`config.mk`:
```
export PLATFORM = sky130hd
export DESIGN_NAME = olist_cell
export DESIGN_NICKNAME = d
export VERILOG_FILES = /design/src/rtl/olist_pkg.sv /design/src/rtl/olist_cell.sv
export SDC_FILE = /design/constraint.sdc
export NUM_CORES = 1
export LEC_CHECK = 0
export BUFFER_PORTS_ARGS = -buffer_cell sky130_fd_sc_hd__buf_2
export CAP_MARGIN = 15
export CORE_UTILIZATION = 41
export CTS_CLUSTER_SIZE = 8
export DETAILED_ROUTE_END_ITERATION = 10
export MAX_ROUTING_LAYER = met4
export PLACE_DENSITY = 0.87
export SYNTH_ARGS = -nofsm -noshare
export SYNTH_HDL_FRONTEND = slang
export SYNTH_SLANG_ARGS = --single-unit
```
`constraint.sdc`:
```
create_clock -name clk -period 5 [get_ports clk]
set_clock_uncertainty 0.1 [all_clocks]
set_input_delay 0.75 -clock clk [delete_from_list [all_inputs] [get_ports clk]]
set_output_delay 0.75 -clock clk [all_outputs]
set_load 0.01 [all_outputs]
```
`src/rtl/olist_pkg.sv`:
```
// ----------------------------------------------------------------------------
// olist_pkg
// Shared types and codes for the ordered list engine: request kinds, result
// status codes and the control word that drives the row of storage cells.
// ----------------------------------------------------------------------------
package olist_pkg;

  // Field widths of the stream words
  localparam int KIND_W   = 3;
  localparam int VALUE_W  = 32;
  localparam int POS_W    = 7;
  localparam int STATUS_W = 2;
  localparam int COUNT_W  = 7;

  // Request kinds
  localparam logic [KIND_W-1:0] KIND_INS_FRONT = 3'd0;
  localparam logic [KIND_W-1:0] KIND_APPEND    = 3'd1;
  localparam logic [KIND_W-1:0] KIND_INS_POS   = 3'd2;
  localparam logic [KIND_W-1:0] KIND_SEARCH    = 3'd3;
  localparam logic [KIND_W-1:0] KIND_DEL_VAL   = 3'd4;
  localparam logic [KIND_W-1:0] KIND_DEL_IDX   = 3'd5;

  // Result status codes
  localparam logic [STATUS_W-1:0] ST_OK     = 2'd0;
  localparam logic [STATUS_W-1:0] ST_BADPOS = 2'd1;
  localparam logic [STATUS_W-1:0] ST_NONE   = 2'd2;
  localparam logic [STATUS_W-1:0] ST_FULL   = 2'd3;

  // Cell row operations
  typedef enum logic [2:0] {
    OP_HOLD = 3'd0,   // keep contents
    OP_CMP  = 3'd1,   // load match flag from value compare
    OP_PFX  = 3'd2,   // one prefix-OR step over the match flags
    OP_INS  = 3'd3,   // open a gap at slot and write value there
    OP_DELP = 3'd4,   // close the gap at slot
    OP_DELV = 3'd5    // close the gap at the first matching cell
  } olist_op_t;

  typedef struct packed {
    olist_op_t           op;
    logic [VALUE_W-1:0]  value;
  } olist_ctl_t;

endpackage

```
`src/rtl/olist_cell.sv`:
```
// ----------------------------------------------------------------------------
// olist_cell
// One slot of the ordered list: holds a value and a match flag, and takes
// its neighbor's value when the row shifts for an insert or a delete.
// ----------------------------------------------------------------------------
module olist_cell #(
  parameter int DEPTH = 64,
  parameter int IDX   = 0
) (
  input  logic                                     clk,
  input  olist_pkg::olist_ctl_t                    ctl,
  input  logic [((DEPTH > 1) ? $clog2(DEPTH) : 1)-1:0] slot,
  input  logic [(($clog2(DEPTH) > 1) ? $clog2($clog2(DEPTH)) : 1)-1:0] lvl,
  input  logic [$clog2(DEPTH+1)-1:0]               count,
  input  logic [olist_pkg::VALUE_W-1:0]            prev_data,
  input  logic [olist_pkg::VALUE_W-1:0]            next_data,
  input  logic [$clog2(DEPTH)-1:0]                 pfx_cand,
  output logic [olist_pkg::VALUE_W-1:0]            data_o,
  output logic                                     pfx_o
);
  import olist_pkg::*;

  localparam int IDX_W = (DEPTH > 1) ? $clog2(DEPTH) : 1;
  localparam int CNT_W = $clog2(DEPTH + 1);

  logic [VALUE_W-1:0] data_r, data_nxt;
  logic               pfx_r, pfx_nxt;
  logic [IDX_W-1:0]   my_idx;
  logic               live;

  assign my_idx = IDX_W'(IDX);
  assign live   = CNT_W'(IDX) < count;

  // Pick the next value and match flag for this slot
  always_comb begin
    data_nxt = data_r;
    pfx_nxt  = pfx_r;
    unique case (ctl.op)
      OP_HOLD: ;
      OP_CMP:  pfx_nxt = live && (data_r == ctl.value);
      OP_PFX:  pfx_nxt = pfx_r | pfx_cand[lvl];
      OP_INS: begin
        if (my_idx == slot) data_nxt = ctl.value;
        else if (my_idx > slot) data_nxt = prev_data;
      end
      OP_DELP: begin
        if (my_idx >= slot) data_nxt = next_data;
      end
      OP_DELV: begin
        if (pfx_r) data_nxt = next_data;
      end
      default: ;
    endcase
  end

  always_ff @(posedge clk) begin
    data_r <= data_nxt;
    pfx_r  <= pfx_nxt;
  end

  assign data_o = data_r;
  assign pfx_o  = pfx_r;

endmodule

```
==> out/qor_table.md, run 1 <==
| Step | Metric | Value |
| --- | --- | --- |
| run status | Outcome | completed |
| final layout | Final-stage net count | 477 |
| final layout | Share of cells above drive strength 1 | 0.469 |
| detailed routing | Sum of routed wire length over all layers | 5.75 mm |
| clock network | Worst-case clock buffer depth | 2 |
| yosys | Cell types with the largest area share after synthesis | sky130_fd_sc_hd__edfxtp_1 (46%), sky130_fd_sc_hd__mux2i_1 (15%), sky130_fd_sc_hd__xor2_1 (9.3%) |
| hold path | Origin of the worst min-delay path | pfx_o$_DFFE_PP_ |
| detailed routing | Number of iterations in the first detailed-routing pass | 4 |
| sta | Setup repair after global routing missed its margin | false |
| pwr | Worst IR drop on VDD | 0.155 mV |
| setup path | Critical-path cell with the highest stage delay | sky130_fd_sc_hd__o21ai_4 |
| yosys | Syn Area/Cell | 10.6 um^2 |
| sta | Slew headroom | 0.300 |
| clock network | Clock tree from TritonCTS | yes |
| setup path | Cell-by-cell listing of the critical path | buf_2, nor4_2, nand2_2, o21ai_4 |
| place | Weighted congestion reported at the end of routability-driven placement | 0.767 |
| grt | First-pass GRT wire length | 8.33 mm |
| floorplanning | Number of ports placed on the die boundary | 155 |
| sta | Measured slew at the worst slew-check pin | 1.05 ns |
| yosys | Cells after Synth | 203 |
| yosys | Share of synthesized area occupied by flip-flops and latches | 0.459 |
| clock network | Clock slew seen by the registers of the worst setup and hold paths | 0.06 ns |
| yosys | Cell accounting for the most synthesized area | sky130_fd_sc_hd__edfxtp_1 |
| sta | Final critical-path required period | 3.07 ns |
| run | Number of maximum-capacitance violations | 0 |
| detailed routing | Post-route antenna net violation count | 0 |
| setup path | Data required, critical path | 4.80 ns |
| detailed routing | Routed via count divided by cell count | 4.89 |
| clock network | Post-CTS setup repair buffer count | 0 |
| sta | Fin crit share | 0.614 |
| yosys | Library cells used by synthesis | 23 |
| floorplanning | Height of the die | 74.5 um |
| yosys | Cell area after synthesis | 2160 um^2 |
| sta | Final Hold Vio Count | 0 |
| floorplanning | Die area | 5560 um^2 |
| setup path | Startpoint Class | primary input |
| final layout | Share of the core filled with cells in the final layout | 0.607 |
| grt | Overall Global Routing Usage | 0.210 |
| yosys | Seq cells post-synth | 33 |
| grt | Initial antenna violation count | 0 |
| setup path | CP Data Arrival Time | 2.86 ns |
| yosys | Syn. warnings | 0 |
| grt | Grt ovf | 0 |
| floorplanning | Initial Util | 0.425 |
| detailed routing | DR vias | 2082 |
| pwr | Pleak | 1.55 nW |
| floorplanning | Horiz. Die Dim | 74.5 um |
| hold path | Class of the tightest hold or removal check | flip-flop to flip-flop |
| clock network | Post-cts hold buffer count | 0 |
| hold path | Min-Delay Path Depth | 2 |
| clock network | Clock Sinks | 33 |
| sta | Achievable frequency | 326 MHz |
| clock network | Number of CTS-inserted buffers | 5 |
| yosys | Top-area cell type share of the netlist area | 0.459 |
| place | Count of buffers from port buffering | 154 |
| sta | Max-slew violations | 0 |
| setup path | CP Max Fanout | 34 |
| setup path | Crit path from | slot[1] |
| yosys | Synth Net Count | 325 |
| pwr | Ratio of total power to cell area | 221 nW/um^2 |
| detailed routing | DRT iter0 DRCs | 102 |
| clock network | Clock H-tree levels | 2 |
| clock network | Clock Tree Root | sky130_fd_sc_hd__clkbuf_8 |
| sta | Setup total negative slack | 0 ns |
| detailed routing | Post-route DRC violation count | 0 |
| place | Detailed placement HPWL | 4.59 mm |
| floorplanning | Area inside the core boundary | 5070 um^2 |
| final layout | # fillers | 444 |
| sta | Setup-failing EPs final | 0 |
| grt | Via count of the first global-routing pass | 1918 |
| final layout | Growth of design area from synthesis to finish | 42.9% |
| setup path | Cell count of the worst reg-to-reg path | 5 |
| grt | Pin count of the biggest net entering global routing | 35 |
| detailed routing | Avg WL per Cell | 13.5 um |
| setup path | Critical R2R Launch | data_o[26]$_DFFE_PP_ |
| final layout | Diodes inserted | 0 |
| setup path | Kind of critical path | primary input to flip-flop |
| place | Placed instance area | 2980 um^2 |
| final layout | Area of all placed cells without fillers | 3080 um^2 |
| setup path | Maximum single-stage delay on the critical path | 1.06 ns |
| clock network | Total of cells resized after clock tree synthesis | 0 |
| floorplanning | Std cell rows | 26 |
| setup path | CP endpoint kind | flip-flop |
| clock network | Source-to-sink clock delay at the later pin of the worst-skew pair | 0.27 ns |
report_power, final:
group | internal (W) | switching (W) | total (W)
sequential | 0.000314 | 0.00000370 | 0.000318
combinational | 0.0000656 | 0.0000594 | 0.000125
clock | 0.000147 | 0.0000908 | 0.000238
cell type report:
| cell class | instances | area, um^2 | area share |
|---|---|---|---|
| inverters | 1 | 3.75 | 0.00122 |
| flip-flops and latches | 33 | 991 | 0.322 |
| clock inverters | 2 | 33.8 | 0.0110 |
| multi-input cells | 159 | 1110 | 0.362 |
| clock buffers | 6 | 72.6 | 0.0235 |
| well taps | 70 | 87.6 | 0.0284 |
| repair buffers | 155 | 778 | 0.253 |
worst max-delay path, delay by kind of cell:
kind / cells / cell delay (ns)
AND/OR/NAND/NOR: 2 / 0.92
AO/OA/AOI/OAI: 1 / 1.06
buffers and inverters: 1 / 0.10
layout by cell type, fill, tap and decap left out, drive strengths merged:
| cell | count |
|---|---|
| nand2 | 36 |
| bufinv | 1 |
| nor3b | 1 |
| edfxtp | 33 |
| clkbuf | 6 |
| o21ai | 36 |
| nor2 | 2 |
| inv | 1 |
| nor4 | 8 |
| clkinv | 1 |
| xor2 | 23 |
| mux2i | 33 |
| mux4 | 1 |
| nor3 | 1 |
| or4 | 1 |
| nand3b | 1 |
| xnor2 | 10 |
| nand4 | 4 |
| nor2b | 1 |
| buf | 155 |
| o31ai | 1 |
sequential cells by signal (all words and copies together), names as in the netlist:
name	count
pfx_o	1
data_o	32
routing by layer:
layer,global-route usage,share of wire,vias up
li1,-,-,1038
met4,0.0503,0.0073,0
met1,0.228,0.40,936
met3,0.0447,0.063,7
met2,0.389,0.53,101
met5,-,0,-
stage by stage:
stage	power, W	hold slack, ns	cells	setup WS (ns)
after floorplan	0.000379	0.550	203	0.742
final	0.000681	0.581	426	1.93
after global routing	0.000716	0.597	426	1.76
after CTS	0.000694	0.575	426	1.87
after global placement	0.000444	0.521	418	1.68
after detailed placement	0.000449	0.556	418	1.57
kinds of logic (layout without fill, tap and decap cells):
group	Yosys count	in the layout	synth area share
simple gates	55	55	0.124
compound gates	37	37	0.0870
mux	34	34	0.164
xor+xnor	33	33	0.134
flops	33	33	0.459
buf+inv	11	164	0.0325
cell usage after synthesis (all sizes together):
cell	instances
mux4	1
or4	1
o31ai	1
mux2i	33
o21ai	36
nand2	36
nor3b	1
xor2	23
nand3b	1
nor3	1
nand4	4
nor2	2
edfxtp	33
xnor2	10
nor2b	1
inv	1
buf	8
clkbuf	2
nor4	8
worst paths after layout:
kind / to / slack, ns
min: pfx_o$_DFFE_PP_ / 0.58
max: data_o[8]$_DFFE_PP_ / 1.93
min reg2reg: pfx_o$_DFFE_PP_ / 0.58
max reg2reg: pfx_o$_DFFE_PP_ / 3.35
(Power assumes the default switching activity.)
==> run 2: changes to the inputs <==
==> constraint.sdc (replaced) <==
create_clock -name clk -period 3.07 [get_ports clk]
set_clock_uncertainty 0.1 [all_clocks]
set_input_delay 0.4605 -clock clk [delete_from_list [all_inputs] [get_ports clk]]
set_output_delay 0.4605 -clock clk [all_outputs]
set_load 0.01 [all_outputs]
==> run 2 against run 1 <==
Net effect:
- final area up 0.41%
- die area unchanged
- power up 49%
==> out/qor_table.md, run 2 (synthesized netlist as in run 1, its figures left out) <==
| Step | Metric | Value | vs previous |
| --- | --- | --- | --- |
| sta | Achievable frequency | 536 MHz |  |
| setup path | Startpoint Class | primary input |  |
| final layout | Most frequent standard cell in the layout excluding fill and tap cells | sky130_fd_sc_hd__buf_2 |  |
| final layout | Final-stage net count | 481 | +0.84% |
| sta | Final Hold Vio Count | 0 | unchanged |
| pwr | Internal Dissipation | 0.000774 W | +47% |
| grt | Via count of the first global-routing pass | 1870 | -2.5% |
| detailed routing | DR vias | 2066 | -0.77% |
| final layout | Share of cells above drive strength 1 | 0.474 | +0.00444 |
| clock network | Post-CTS setup repair buffer count | 0 | unchanged |
| setup path | CP Data Arrival Time | 1.75 ns | -1.11 ns |
| sta | Measured slew at the worst slew-check pin | 0.581 ns | -0.465 ns |
| setup path | CP endpoint kind | flip-flop |  |
| clock network | Worst-case clock buffer depth | 2 | unchanged |
| clock network | Clock tree from TritonCTS | yes |  |
| sta | Setup repair after global routing missed its margin | false |  |
| floorplanning | Die area | 5560 um^2 | unchanged |
| pwr | Part of the power in the clock network | 0.285 | -0.064 |
| pwr | Net switching power figure | 0.000239 W | +55% |
| hold path | Class of the tightest hold or removal check | primary input to flip-flop |  |
| clock network | Post-cts hold buffer count | 0 | unchanged |
| place | Count of buffers from port buffering | 154 | unchanged |
| pwr | Ratio of total power to cell area | 327 nW/um^2 | +48% |
| clock network | Clock Tree Root | sky130_fd_sc_hd__clkbuf_8 |  |
| final layout | Flip-flop count of the largest register, all copies and words added | 32 | unchanged |
| place | Detailed placement HPWL | 4.70 mm | +2.5% |
| pwr | Combinational Power Share | 0.203 | +0.019 |
| floorplanning | Area inside the core boundary | 5070 um^2 | unchanged |
| setup path | Cell count of the worst reg-to-reg path | 5 | unchanged |
| grt | Initial antenna violation count | 0 | unchanged |
| final layout | Growth of design area from synthesis to finish | 43.4% |  |
| grt | Met1 Usage GRT | 0.239 | +0.0119 |
| grt | Grt ovf | 0 | unchanged |
| floorplanning | Horiz. Die Dim | 74.5 um | unchanged |
| sta | Final critical-path required period | 1.87 ns |  |
| grt | M3 GR Usage | 0.0447 | unchanged |
| detailed routing | Number of iterations in the first detailed-routing pass | 4 | unchanged |
| pwr | Power share of the sequential group | 0.512 | +0.045 |
| sta | Setup total negative slack | 0 ns | unchanged |
| detailed routing | Post-route DRC violation count | 0 | unchanged |
| final layout | Diodes inserted | 0 | unchanged |
| setup path | CP Max Fanout | 17 | -50% |
| pwr | Pleak | 1.55 nW | +0.49% |
| floorplanning | Initial Util | 0.425 | unchanged |
| pwr | Fraction of power spent switching nets | 0.236 | +0.00993 |
| clock network | Number of CTS-inserted buffers | 5 | unchanged |
| pwr | Worst IR drop on VDD | 0.244 mV | +57% |
| clock network | Clock H-tree levels | 2 | unchanged |
| final layout | Commonest cells after routing, fill and taps aside | sky130_fd_sc_hd__buf_2 (154), sky130_fd_sc_hd__nand2_1 (35), sky130_fd_sc_hd__mux2i_1 (33), sky130_fd_sc_hd__edfxtp_1 (33), sky130_fd_sc_hd__o21ai_1 (30) |  |
| clock network | Total of cells resized after clock tree synthesis | 0 | unchanged |
| detailed routing | DRT iter0 DRCs | 117 | +15% |
| sta | Final worst slack | 1.20 ns | -0.728 ns |
| setup path | Data required, critical path | 2.95 ns | -1.85 ns |
| detailed routing | Avg WL per Cell | 13.1 um | -3.3% |
| grt | First-pass GRT wire length | 8.15 mm | -2.2% |
| grt | Layer with the highest usage after global routing | met2 |  |
| sta | Setup-failing EPs final | 0 | unchanged |
| grt | Fraction of met2 tracks used by global routing | 0.350 | -0.0390 |
| clock network | Clock slew seen by the registers of the worst setup and hold paths | 0.06 ns | about the same |
| grt | Pin count of the biggest net entering global routing | 36 | +2.9% |
| clock network | Clock Sinks | 33 | unchanged |
| place | Weighted congestion reported at the end of routability-driven placement | 0.757 | -1.3% |
| hold path | Min-Delay Path Depth | 3 | +1 |
| floorplanning | Std cell rows | 26 | unchanged |
| sta | Slew headroom | 0.612 | +0.311 |
| sta | Final hold slack | 0.369 ns | -0.213 ns |
| place | DP Worst Slack | 0.906 ns | -0.667 ns |
| run status | Outcome | completed |  |
| setup path | Kind of critical path | primary input to flip-flop |  |
| detailed routing | Post-route antenna net violation count | 0 | unchanged |
| sta | Max-slew violations | 0 | unchanged |
| clock network | Source-to-sink clock delay at the later pin of the worst-skew pair | 0.27 ns | about the same |
| sta | Fin crit share | 0.608 |  |
| run | Number of maximum-capacitance violations | 0 | unchanged |
| detailed routing | Sum of routed wire length over all layers | 5.60 mm | -2.7% |
| detailed routing | Routed via count divided by cell count | 4.82 | -1.5% |
| floorplanning | Height of the die | 74.5 um | unchanged |
| floorplanning | Number of ports placed on the die boundary | 155 | unchanged |
| grt | Overall Global Routing Usage | 0.204 | -0.00629 |
[run 2: cell count changes in the layout (fill, tap and decap cells not counted), sizes merged]
cell and delta:
buf +4, bufinv -1
[run 2: final cells by class]
class,instances,area [um^2]
Clock buffer,6,72.6
Clock inverter,1,3.75
Fill cell,440,1980
Inverter,1,3.75
Multi-Input combinational cell,159,1110
Sequential cell,33,991
Tap cell,70,87.6
Timing Repair Buffer,159,821
[run 2: worst max-delay path: stages]
cell                      delay, ns
sky130_fd_sc_hd__buf_2         0.10
sky130_fd_sc_hd__nor4_2        0.29
sky130_fd_sc_hd__nand2_2       0.14
sky130_fd_sc_hd__o21ai_4       0.51
sky130_fd_sc_hd__buf_12        0.23
[run 2: power groups by stage]
stage	Combinational, W	Sequential (W)	Clock, W
3_5_place_dp	0.000207	0.000528	0
5_1_grt	0.000228	0.000519	0.000318
6_report	0.000205	0.000518	0.000289
3_3_place_gp	0.000200	0.000527	0
2_1_floorplan	0.0000857	0.000532	0
4_1_cts	0.000207	0.000518	0.000298
[run 2: layer usage]
layer / share of wire / vias to the layer above
li1: - / 1049
met1: 0.42 / 914
met2: 0.50 / 94
met3: 0.067 / 9
met4: 0.014 / 0
met5: 0 / -
[run 2: path summary, 6_finish.rpt]
| path | from | end | slack [ns] |
|---|---|---|---|
| worst min-delay path | next_data[26] | data_o[26]$_DFFE_PP_ | 0.37 |
| worst min register to register | pfx_o$_DFFE_PP_ | pfx_o$_DFFE_PP_ | 0.55 |
| worst max-delay path | slot[1] | data_o[9]$_DFFE_PP_ | 1.20 |
| worst max register to register | data_o[28]$_DFFE_PP_ | pfx_o$_DFFE_PP_ | 1.51 |
[run 2: stage by stage]
stage	power, W	std cells	utilization	cell area [um^2]
6_report	0.00101	429	0.610	3090
2_1_floorplan	0.000617	203	-	2160
3_3_place_gp	0.000727	422	0.595	3020
4_1_cts	0.00102	429	0.610	3090
5_1_grt	0.00106	429	0.610	3090
3_5_place_dp	0.000735	422	0.595	3020
